--- config.mk ---
export PLATFORM = sky130hd
export DESIGN_NAME = vdlc_front
export DESIGN_NICKNAME = d
export VERILOG_FILES = /design/src/rtl/vdlc_pkg.sv /design/src/rtl/vdlc_front.sv
export SDC_FILE = /design/constraint.sdc
export NUM_CORES = 1
export LEC_CHECK = 0
export BUFFER_PORTS_ARGS = -buffer_cell sky130_fd_sc_hd__buf_2
export CORE_AREA = 4 4 307 309
export CTS_CLUSTER_SIZE = 25
export DETAILED_ROUTE_END_ITERATION = 8
export DIE_AREA = 0 0 311 313
export SLEW_MARGIN = 25
export SYNTH_ARGS = -nofsm -noshare
export SYNTH_HDL_FRONTEND = slang
export SYNTH_SLANG_ARGS = --single-unit
--- constraint.sdc ---
create_clock -name clk_i -period 3.4 [get_ports clk_i]
set_input_delay 0.17 -clock clk_i [delete_from_list [all_inputs] [get_ports clk_i]]
set_output_delay 0.17 -clock clk_i [all_outputs]
set_load 0.01 [all_outputs]
--- src/rtl/vdlc_pkg.sv ---
// ----------------------------------------------------------------------------
// vdlc_pkg
// Types and codes shared by the viewer distance LOD classifier.
// ----------------------------------------------------------------------------
package vdlc_pkg;

  localparam logic [63:0] SIGN_BIT = 64'h8000_0000_0000_0000;
  localparam logic [31:0] CNT_MAX  = 32'hFFFF_FFFF;

  typedef enum logic [2:0] {
    REG_FULL_RADIUS      = 3'd0,
    REG_SIMP_RADIUS      = 3'd1,
    REG_FULL_INTERVAL    = 3'd2,
    REG_SIMP_INTERVAL    = 3'd3,
    REG_SLEEP_INTERVAL   = 3'd4
  } reg_idx_e;

  typedef enum logic [1:0] {
    MODE_START    = 2'd0,
    MODE_ADD      = 2'd1,
    MODE_CLASSIFY = 2'd2
  } mode_e;

  typedef enum logic [2:0] {
    ST_OK            = 3'd0,
    ST_BAD_RADIUS    = 3'd1,
    ST_BAD_INTERVAL  = 3'd2,
    ST_MISSING_SAVE  = 3'd3,
    ST_UNEXP_SAVE    = 3'd4,
    ST_NEG_TIME      = 3'd5,
    ST_MISSING_PROC  = 3'd6,
    ST_TIME_REVERSED = 3'd7
  } status_e;

  typedef enum logic [1:0] {
    LVL_FULL       = 2'd0,
    LVL_SIMPLIFIED = 2'd1,
    LVL_SLEEPING   = 2'd2,
    LVL_UNLOADED   = 2'd3
  } level_e;

  typedef struct packed {
    logic [1:0]         mode;
    logic signed [63:0] coord_x;
    logic signed [63:0] coord_y;
    logic signed [63:0] coord_z;
    logic               persistent;
    logic               has_save_id;
    logic               is_process_owner;
    logic               has_process_id;
    logic               asleep;
    logic [2:0]         forced_level;
    logic signed [63:0] last_update_ms;
    logic signed [63:0] now_ms;
  } in_t;

  typedef struct packed {
    logic [2:0]  status;
    logic [1:0]  level;
    logic [63:0] nearest_sq;
    logic [62:0] elapsed_ms;
    logic [62:0] offline_ms;
    logic        due;
    logic [31:0] full_total;
    logic [31:0] simplified_total;
    logic [31:0] sleeping_total;
    logic [31:0] unloaded_total;
    logic [31:0] due_total;
  } out_t;

  typedef struct packed {
    logic [31:0]        full_dist;
    logic [31:0]        simp_dist;
    logic signed [31:0] full_interval_ms;
    logic signed [31:0] simplified_interval_ms;
    logic signed [31:0] sleeping_interval_ms;
  } cfg_t;

  typedef struct packed {
    logic [1:0]  mode;
    logic [63:0] x;
    logic [63:0] y;
    logic [63:0] z;
    logic        asleep;
    logic [2:0]  forced;
    logic [2:0]  status;
    logic [62:0] elapsed;
  } cmd_t;

endpackage

--- src/rtl/vdlc_front.sv ---
// ----------------------------------------------------------------------------
// vdlc_front
// Holds the policy registers and checks each incoming item.
// ----------------------------------------------------------------------------
module vdlc_front import vdlc_pkg::*; (
  input  logic        clk_i,
  input  logic        rst_ni,
  input  logic        cfg_we_i,
  input  logic [2:0]  cfg_idx_i,
  input  logic [31:0] cfg_data_i,
  input  in_t         item_i,
  output cmd_t        cmd_o,
  output cfg_t        cfg_o
);

  cfg_t cfg_q;
  logic [2:0] status;

  always_ff @(posedge clk_i or negedge rst_ni) begin
    if (!rst_ni) begin
      cfg_q.full_dist              <= 32'd64;
      cfg_q.simp_dist              <= 32'd256;
      cfg_q.full_interval_ms       <= 32'sd50;
      cfg_q.simplified_interval_ms <= 32'sd250;
      cfg_q.sleeping_interval_ms   <= 32'sd1000;
    end else if (cfg_we_i) begin
      case (cfg_idx_i)
        REG_FULL_RADIUS:    cfg_q.full_dist              <= cfg_data_i;
        REG_SIMP_RADIUS:    cfg_q.simp_dist              <= cfg_data_i;
        REG_FULL_INTERVAL:  cfg_q.full_interval_ms       <= cfg_data_i;
        REG_SIMP_INTERVAL:  cfg_q.simplified_interval_ms <= cfg_data_i;
        REG_SLEEP_INTERVAL: cfg_q.sleeping_interval_ms   <= cfg_data_i;
        default: ;
      endcase
    end
  end

  always_comb begin
    priority if (cfg_q.full_dist > cfg_q.simp_dist) begin
      status = ST_BAD_RADIUS;
    end else if (cfg_q.full_interval_ms <= 0 || cfg_q.simplified_interval_ms <= 0 ||
                 cfg_q.sleeping_interval_ms <= 0) begin
      status = ST_BAD_INTERVAL;
    end else if (item_i.persistent && !item_i.has_save_id) begin
      status = ST_MISSING_SAVE;
    end else if (!item_i.persistent && item_i.has_save_id) begin
      status = ST_UNEXP_SAVE;
    end else if (item_i.last_update_ms[63]) begin
      status = ST_NEG_TIME;
    end else if (item_i.is_process_owner && !item_i.has_process_id) begin
      status = ST_MISSING_PROC;
    end else if (item_i.now_ms < item_i.last_update_ms) begin
      status = ST_TIME_REVERSED;
    end else begin
      status = ST_OK;
    end
  end

  always_comb begin
    cmd_o.mode    = item_i.mode;
    cmd_o.x       = item_i.coord_x;
    cmd_o.y       = item_i.coord_y;
    cmd_o.z       = item_i.coord_z;
    cmd_o.asleep  = item_i.asleep;
    cmd_o.forced  = item_i.forced_level;
    cmd_o.status  = status;
    cmd_o.elapsed = 63'(item_i.now_ms - item_i.last_update_ms);
  end

  assign cfg_o = cfg_q;

endmodule

==> flow_summary.toml <==
[placement]
gp_congestion = 0.940
placed_cells = 2817
hpwl_mm = 53.5
place_area_um2 = 15300
port_buffers = 395
place_ws_ns = -0.239

[yosys]
synthArstFlopShare_pct = 100
ys_warn_count = 0
syn_nets = 1816
syn_avg_cell_area_um2 = 9.26
synth-seq-cells = 160
synth_edf_count = 0
syn_inst = 1351
synth_cell_types = 76
syn_area_um2 = 12500
yosysSeqAreaShare_pct = 32.2
synth_flop_cell = "dfrtp_1"

[clock_tree]
clkTransAtPathRegs_ns = 0.06
cts-root-buf = "clkbuf_16"
clock_sinks = 160
clk_path_buf_depth = 2
numCtsBuffers = 17
cts_tree = "done"
htree_levels = 4
clkLatencyLatePin_ns = 0.44

[critical_path]
cp.arrival_ns = 3.14
crit_fanout = 6
crit_buf_inv = 4
crit_top_cell = "buf_4"
critPathLaunch = "item_i[66]"
crit_type = "primary input to output pin"
timing.rr.start = "cfg_o[139]$_DFFE_PN0P_"
slowest_delay_ns = 0.40
crit_path_cell_trace = "buf_2 -> inv_2 -> ha_4 -> nor2b_2 -> o31a_1 -> nor3_2 -> o221ai_2 -> a21oi_2 -> o31ai_4 -> a2111oi_4 -> nor3_4 -> a21o_1 -> a211oi_2 -> buf_4 -> buf_4"
required_ns = 3.23
end_kind = "output pin"
cp_top_family = "compound AO/OA/AOI/OAI gates"
start_kind = "primary input"
slowest_stage = "a2111oi_4"

[detailed_routing]
ant_nets = 0
routed_wl_mm = 61.7
m1WireLength_mm = 22.7
dr_wl_met2_mm = 28.1
drcViolationCount = 0
top_layer_used = "met5"
vias_per_cell = 3.99
routed-via-count = 11400
wire_per_inst_um = 21.5
dr.pass1.iters = 5
wl_met3_mm = 8.33
drt_iter0_markers = 561

[sta]
tightest_slew_ns = 0.703
fmax_ghz = 0.302
relSlewSlack_pct = 52.7
rsz0062_at_grt = "yes"
finalHoldViolations = 0
fin_crit_sh_pct = 97.3
worst_clock_skew_ns = 0
worst_slack_ns = 0.0907
setup-violations-final = 0
finalCriticalPeriod_ns = 3.31
fin_setup_tns_ns = 0
slew_violations = 0

[power]
cellPowerDensity_nw_per_um2 = 497
vdd_drop_max_mv = 0.682
total_power_w = 0.00809
p_leak_nw = 7.64

[cells_and_area]
final_cell_mix = "buf_2 (387), dfrtp_1 (142), mux2_2 (128), buf_4 (126), inv_1 (116)"
layout_commonest_cell = "buf_2"
final_area_um2 = 16300
n_fill_cell = 10300
multiInputGateArea_um2 = 6700
syn2layout_area_growth_pct = 30.2
regArea_um2 = 4030
drive_gt1_share_pct = 46.2
instances_no_fill = 2867
fin_nets = 2127
largest_reg_flops = 160

[status]
status = "completed"

[hold_path]
hp-class = "primary input to flip-flop"
worstHoldStart = "cfg_data_i[29]"

[grt]
grt-ovfl-total = 0
track_usage_pct = 12.2
antenna_found_initial = 22
grt_pass1_vias = 12200
grt_pass1_wl_mm = 87.2
grt_max_degree = 67

[die]
die_w_um = 311
io_pins = 792
start_util_pct = 13.7
rows = 111
coreArea_um2 = 91400
die_h_um = 313
die_area_um2 = 97300

[flow_run]
maxCapViolCount = 0
==> final timing paths <==
path	end	slack, ns	cells after the start
worst max-delay path	cmd_o[58]	0.09	15
worst min-delay path	cfg_o[125]$_DFFE_PN0P_	0.02	3
worst max register to register	cfg_o[139]$_DFFE_PN0P_	2.53	1
worst min register to register	cfg_o[53]$_DFFE_PN0P_	0.53	1
max in group asynchronous	cfg_o[65]$_DFFE_PN1P_	2.25	3
min in group asynchronous	cfg_o[83]$_DFFE_PN0P_	0.30	2
==> layer usage <==
layer / vias to the layer above / GRT usage (%)
li1: 5163 / -
met1: 5444 / 12.8
met2: 682 / 19.9
met3: 140 / 7.45
met4: 16 / 4.46
met5: - / 0
==> logic make-up (layout without fill, tap and decap cells) <==
kind of cell / after synthesis / after routing / share of synthesized area [%]
fa+ha+maj: 97 / 97 / 9.76
mux: 130 / 130 / 11.7
compound gates: 286 / 286 / 14.8
other cells: 0 / 6 / 0
buf+inv: 355 / 679 / 16.7
simple gates: 267 / 267 / 10.9
xor+xnor: 56 / 56 / 3.92
flops: 160 / 160 / 32.2
==> tightest hold or removal path, delay by kind of cell <==
kind / cells / cell delay, ns
buffers and inverters: 1 / 0.14
and+or+nand+nor: 1 / 0.06
AOI/OAI and AO/OA: 1 / 0.06
==> layout make-up <==
cell class,instances,area share (%)
multi-input cells,836,41.1
flip-flops and latches,160,24.7
repair buffers,527,18.6
well taps,1186,9.11
inverters,120,2.78
clock buffers,17,2.61
clock inverters,15,0.922
diodes,6,0.0922
==> synthesized netlist by cell type (all sizes together), types with 25 or more instances <==
| cell type | count | area share [%] |
|---|---|---|
| nand4 | 25 | 1.3 |
| a21oi | 80 | 3.3 |
| xnor2 | 33 | 2.3 |
| mux2 | 129 | 12 |
| o21ai | 85 | 3.4 |
| dfrtp | 143 | 29 |
| a21o | 34 | 2.0 |
| inv | 120 | 3.6 |
| clkbuf | 27 | 0.81 |
| nand2 | 85 | 2.6 |
| ha | 96 | 9.6 |
| nor4 | 32 | 1.7 |
| buf | 208 | 12 |
| nor2 | 44 | 1.3 |
==> what timing repair did <==
item                                    CTS  global route
buffers inserted                          1             6
hold buffers                              6             0
gates cloned                              0             0
pin swaps                                 6            22
endpoints found under the setup margin   11            21
resized for setup                        16            59
endpoints found under the hold margin    63             0
==> power breakdown <==
part           internal (W)  total, W  switching [W]
clock network       0.00103   0.00191       0.000885
logic               0.00152   0.00346        0.00194
registers           0.00236   0.00272       0.000365
==> per-stage QoR <==
| stage | utilization (%) | hold WS [ns] |
|---|---|---|
| 2_1_floorplan | - | -0.126 |
| 6_report | 17.8 | 0.0189 |
| 3_5_place_dp | 16.7 | 0.207 |
| 3_3_place_gp | 16.7 | 0.214 |
| 4_1_cts | 17.5 | 0.0000617 |
| 5_1_grt | 17.8 | 0.0205 |
No activity file was read; power rests on OpenSTA's default activity.
