## config.mk

```make
export PLATFORM = sky130hd
export DESIGN_NAME = vdlc_fifo
export DESIGN_NICKNAME = d
export VERILOG_FILES = /design/src/rtl/vdlc_fifo.sv
export SDC_FILE = /design/constraint.sdc
export NUM_CORES = 1
export LEC_CHECK = 0
export BUFFER_PORTS_ARGS = -buffer_cell sky130_fd_sc_hd__buf_2
export CAP_MARGIN = 15
export CORE_AREA = 2 2 39 41
export DETAILED_ROUTE_END_ITERATION = 10
export DIE_AREA = 0 0 41 43
export SETUP_SLACK_MARGIN = 0.15
export SLEW_MARGIN = 15
export SYNTH_ARGS = -nofsm -noshare
export SYNTH_HDL_FRONTEND = slang
export SYNTH_SLANG_ARGS = --single-unit
```

## constraint.sdc

```tcl
create_clock -name clk_i -period 3.05 [get_ports clk_i]
set_clock_uncertainty 0.1 [all_clocks]
set_input_delay 0.61 -clock clk_i [delete_from_list [all_inputs] [get_ports clk_i]]
set_output_delay 0.61 -clock clk_i [all_outputs]
set_load 0.05 [all_outputs]
```

## src/rtl/vdlc_fifo.sv

```systemverilog
// ----------------------------------------------------------------------------
// vdlc_fifo
// Small synchronous queue with full/empty flags.
// ----------------------------------------------------------------------------
module vdlc_fifo #(
  parameter type         T     = logic,
  parameter int unsigned Depth = 2
) (
  input  logic clk_i,
  input  logic rst_ni,
  input  logic push_i,
  input  T     data_i,
  output logic full_o,
  input  logic pop_i,
  output T     data_o,
  output logic empty_o
);

  localparam int unsigned PtrW = (Depth > 1) ? $clog2(Depth) : 1;
  localparam int unsigned CntW = $clog2(Depth + 1);

  T              mem_q [Depth];
  logic [PtrW-1:0] wr_q, rd_q;
  logic [CntW-1:0] cnt_q;
  logic            do_push, do_pop;

  assign full_o  = (cnt_q == CntW'(Depth));
  assign empty_o = (cnt_q == '0);
  assign do_push = push_i && !full_o;
  assign do_pop  = pop_i && !empty_o;
  assign data_o  = mem_q[rd_q];

  always_ff @(posedge clk_i) begin
    if (do_push) begin
      mem_q[wr_q] <= data_i;
    end
  end

  always_ff @(posedge clk_i or negedge rst_ni) begin
    if (!rst_ni) begin
      wr_q  <= '0;
      rd_q  <= '0;
      cnt_q <= '0;
    end else begin
      if (do_push) begin
        wr_q <= (wr_q == PtrW'(Depth - 1)) ? '0 : wr_q + PtrW'(1);
      end
      if (do_pop) begin
        rd_q <= (rd_q == PtrW'(Depth - 1)) ? '0 : rd_q + PtrW'(1);
      end
      if (do_push && !do_pop) begin
        cnt_q <= cnt_q + CntW'(1);
      end else if (do_pop && !do_push) begin
        cnt_q <= cnt_q - CntW'(1);
      end
    end
  end

endmodule

```

==> results of run 1 <==
[routing by layer]
layer	part of all wire	up-vias
li1	-	92
met1	0.44	81
met2	0.50	4
met3	0.061	0
met4	0	0
met5	0	-
[logic make-up (layout without fill, tap and decap cells)]
family	Yosys count	in the layout	share of synthesized area
simple gates	6	6	0.1028
flops	6	6	0.5982
fa+ha+maj	1	1	0.04672
mux	1	1	0.04205
compound gates	1	1	0.01867
xor+xnor	5	5	0.1636
buf+inv	2	12	0.02805
[cells in the mapped netlist, drive strengths merged]
master	count	area, µm²
dfrtp	4	100.1
nor2	3	11.26
xnor2	3	26.28
edfxtp	2	60.06
inv	2	7.510
xor2	2	17.52
and3	1	6.260
ha	1	12.51
mux2	1	11.26
nand2	1	3.750
nand2b	1	6.260
o21ai	1	5.000
[stage by stage]
step / total power [mW] / hold WS, ns / worst slack (ns) / cell area, µm² / std cells
after global placement: 0.3468 / 0.3201 / 1.409 / 322.8 / 45
after global routing: 0.4541 / 0.06039 / 1.069 / 345.3 / 48
final: 0.4202 / 0.06973 / 1.153 / 345.3 / 48
after floorplan: 0.3097 / 0.2144 / 1.273 / 267.8 / 22
after detailed placement: 0.3509 / 0.3235 / 1.391 / 322.8 / 45
after CTS: 0.4261 / 0.06810 / 1.143 / 345.3 / 48
[layout make-up]
cell class	count	area, µm²
clock buffer	3	22.52
multi-input combinational	14	100.1
fill	159	1039
sequential	6	160.2
inverter	2	7.507
tap	16	20.02
timing repair buffer	7	35.03
[worst max-delay path, cell delays in order (launching register included)]
cell      delay [ns]
dfrtp_1         0.42
nand2b_1        0.21
inv_1           0.06
buf_2           0.25
[state kept, by name, indices dropped and copies added, names as in the netlist]
signal  count
cnt_q       2
mem_q       2
rd_q        1
wr_q        1
[report_power, final]
part / total, mW / switching [mW] / internal [mW]
clock network: 0.0718 / 0.0273 / 0.0444
logic: 0.197 / 0.126 / 0.0715
registers: 0.151 / 0.0302 / 0.121
[how the worst max path moves through the flow]
stage                                      end  cells after the start                 start
final                                   full_o                      3  cnt_q[0]$_DFFE_PN0P_
after global routing                    full_o                      3  cnt_q[0]$_DFFE_PN0P_
after CTS                               full_o                      3  cnt_q[0]$_DFFE_PN0P_
after detailed placement  cnt_q[1]$_DFFE_PN0P_                      7                push_i
after global placement    cnt_q[1]$_DFFE_PN0P_                      6                push_i
after floorplan                        empty_o                      1  cnt_q[0]$_DFFE_PN0P_
==> results.md, run 1 <==
* Met2 Use GR at 0.09063
* CTS sink count at 6
* NumNets Final at 40
* Gpl congestion at 0.7117
* Kind of critical path: reg -> out
* Endpoints failing setup at 0
* Peak supply drop at 0.3602 mV
* Area Growth Syn to Fin at 28.97%
* Max Cap Viol at 0
* Area of the core at 1384 µm²
* Initial core utilization at 0.1935
* Count of cell types in the netlist at 12
* Fin crit share at 0.6219
* Num CTS Buffers at 3
* Antenna Cells at 0
* H-tree depth at 1
* CP Data Required Time at 2.34 ns
* Synth Net Count at 28
* Synthesized area at 267.8 µm²
* Met1 usage at 0.07895
* Register area share after synthesis at 0.5981
* Largest net degree at the start of global routing at 6
* I/O Buffers at 7
* Die height at 43 µm
* Outcome: completed
* Most frequent cells in the layout: 7 x buf_2, 4 x dfrtp_1, 3 x nor2_1, 3 x xnor2_1, 3 x clkbuf_4
* Met3 Track Usage GR at 0.03141
* Crit start category: flip-flop
* Post-route ant nets at 0
* Seq cells post-synth at 6
* Syn_area_per_cell at 12.17 µm²
* Crit path arrival time at 1.19 ns
* Crit path max fanout at 5
* Initial antenna violation count at 0
* R2R cell count at 6
* GRT Resource Usage Total at 0.06876
* Most common cell after layout, fill and taps aside: buf_2
* Slew HR at 0.8341
* Max Root-Sink Buffers at 2
* GR peak layer: met2
* DR pass1 iterations at 2
* Final Core Density at 0.2495
* Drt first-iter violations at 3
* Post-CTS sizing at 0
* Global-route wire length before repair at 759 µm
* Setup TNS at 0 ns
* Yosys warns at 0
* Num ports at 8
* Crit end category: primary output
* Die width at 41 µm
* Final routed DRC violation total at 0
* Worst-Skew Late Latency at 0.24 ns
* Routed WL at 428 µm
* CTS root buffer: clkbuf_4
* Peak Freq at 0.5272 GHz
* Worst hold path type: in -> async
* Total gr overflow at 0
* R2R Path Start: cnt_q[0]$_DFFE_PN0P_
* Die ar. at 1763 µm²
* Vias post-DR at 177
* R2R Setup Slk at 1.43 ns
* Min Clock Period, post-route at 1.897 ns
* Final hold violation count at 0
* Mapped Cells at 22
* Standard-cell rows at 14
* Via density at 3.688
* PD cells at 1217 nW/µm²
* Leakage at 0.1688 nW
* CTS tree: yes
* Vias in the first global route at 208
* Tightest Pin Transition at 0.2506 ns
* Post-CTS setup buffer count at 0
* Wirelength per Cell at 8.917 µm
* Layout cell share with drive strength beyond 1 at 0.3438
* CTS Hold Bufs at 0
* Slew Limit Fails at 0
* Worst-path clk slew at 0.05 ns
* RSZ-0062 raised after global routing: no
* R2r endpoint: cnt_q[1]$_DFFE_PN0P_
No activity file was read; power rests on OpenSTA's default activity.
==> run 2, diff against run 1 <==
clock period = 1.5 ns   (was 3.05 ns; I/O delays follow)
==> run 2 against run 1 <==
Effect of this change: first-iteration DRC count shrank 33%; core utilization grew 6.5 points; power grew to 2.6 times the previous value; register-to-register slack lost 1.4 ns; critical path depth shrank 1; combinational power grew to 3.1 times the previous value; via count grew 20%; flip-flop and latch count is the same; hold slack gained 0.078 ns; clock power grew 120%.
==> results.md, run 2 (same netlist as run 1, synthesis figures left out) <==
* Die width at 41 µm
* Gpl congestion at 0.5782
* Area Growth Syn to Fin at 62.62%
* CTS sink count at 6
* Wirelength per Cell at 8.327 µm
* Post-route ant nets at 0
* Global-route wire length before repair at 690 µm
* Max Root-Sink Buffers at 2
* Sw power at 420.2 µW
* Setup TNS at 0 ns
* Kind of critical path: reg -> out
* Flop pwr share at 0.283
* R2R Setup Slk at 0.05 ns
* Largest net degree at the start of global routing at 5
* Peak supply drop at 0.5641 mV
* NumNets Final at 46
* Crit path arrival time at 1.09 ns
* Storage cell area at 160.2 µm²
* Via density at 3.873
* GRT Resource Usage Total at 0.06357
* Num CTS Buffers at 3
* Gate power share at 0.568
* PD cells at 2472 nW/µm²
* Most frequent cells in the layout: 4 x dfrtp_1, 4 x buf_2, 4 x buf_4
* Min Clock Period, post-route at 1.489 ns
* CTS tree: yes
* Vias post-DR at 213
* Crit start category: flip-flop
* Crit path max fanout at 2
* Endpoints failing setup at 0
* Worst-Skew Late Latency at 0.24 ns
* Crit end category: primary output
* I/O Buffers at 7
* Total gr overflow at 0
* Routed WL at 458 µm
* Final hold violation count at 0
* Multi-input gate area at 110.1 µm²
* Leakage at 0.2091 nW
* Vias in the first global route at 211
* Die height at 43 µm
* Place WS at 0.06581 ns
* Slew HR at 0.8533
* Final routed DRC violation total at 0
* Total power at 1.077 mW
* Layout cell share with drive strength beyond 1 at 0.4872
* DR pass1 iterations at 2
* Initial antenna violation count at 0
* Worst setup margin at 0.01057 ns
* CP Data Required Time at 1.10 ns
* Slew Limit Fails at 0
* Num ports at 8
* Peak Freq at 0.6714 GHz
* Antenna Cells at 0
* Die ar. at 1763 µm²
* Standard-cell rows at 14
* Filler cells at 152
* Area of the core at 1384 µm²
* Worst hold path type: in -> reg
* CTS root buffer: clkbuf_4
* Cell Int Power at 656.3 µW
* Sw Share at 0.3903
* Fin crit share at 0.9930
* Worst-path clk slew at 0.05 ns
* Initial core utilization at 0.1935
* H-tree depth at 1
* RSZ-0062 raised after global routing: yes
* Drt first-iter violations at 2
* Hpwl dp at 345.3 µm
* Tightest Pin Transition at 0.2185 ns
* Max Cap Viol at 0
* Outcome: completed
* Largest registers: cnt_q x2, mem_q x2
* Clock share of power at 0.149
==> run 2: power by group through the flow <==
stage | clock [mW] | sequential [mW] | combinational [mW]
2_1_floorplan | 0 | 0.298 | 0.336
3_3_place_gp | 0 | 0.299 | 0.458
3_5_place_dp | 0 | 0.301 | 0.462
4_1_cts | 0.168 | 0.304 | 0.578
5_1_grt | 0.184 | 0.315 | 0.656
6_report | 0.160 | 0.305 | 0.612
==> run 2: critical path, stage by stage (launching register included) <==
cell and delay (ns):
dfrtp_1 0.35, mux2_2 0.34, buf_6 0.15
==> run 2: area by class of cell <==
type / instances / area share
multi-input combinational: 14 / 0.2529
inverter: 2 / 0.02299
sequential: 6 / 0.3678
clock buffer: 4 / 0.06034
tap: 16 / 0.04598
timing repair buffer: 13 / 0.2500
==> run 2: per-stage QoR <==
step                      cell area (µm²)  hold slack (ns)  utilization  cells
after global routing                435.4           0.1306       0.3146     55
final                               435.4           0.1481       0.3146     55
after CTS                           421.7           0.1397       0.3047     54
after detailed placement            347.8          0.01013       0.2514     48
after floorplan                     270.3         -0.09559            -     22
after global placement              347.8          0.01155       0.2514     48
==> run 2: worst paths after layout <==
| check | endpoint | from | cells past startpoint |
|---|---|---|---|
| min in group asynchronous | wr_q$_DFFE_PN0N_ | rst_ni | 2 |
| setup / recovery | data_o | rd_q$_DFFE_PN0P_ | 2 |
| max in group asynchronous | cnt_q[0]$_DFFE_PN0P_ | rst_ni | 2 |
| hold / removal | mem_q[0]$_DFFE_PP_ | data_i | 1 |
| setup reg to reg | cnt_q[1]$_DFFE_PN0P_ | cnt_q[1]$_DFFE_PN0P_ | 5 |
| hold reg to reg | wr_q$_DFFE_PN0N_ | wr_q$_DFFE_PN0N_ | 1 |
==> run 2: repair_timing <==
item | CTS | global route
endpoints found under the hold margin | 4 | 0
hold buffers | 1 | 0
resized for setup | 9 | 2
endpoints found under the setup margin | 4 | 5
pin swaps | 0 | 0
setup buffers | 1 | 1
==> run 2: routing by layer <==
| metal | GRT usage | vias up | routed length [µm] |
|---|---|---|---|
| met5 | 0 | - | 0 |
| met4 | 0.08000 | 0 | 0 |
| met3 | 0.01571 | 0 | 23 |
| met2 | 0.1000 | 6 | 265 |
| met1 | 0.05229 | 100 | 169 |
| li1 | - | 107 | - |
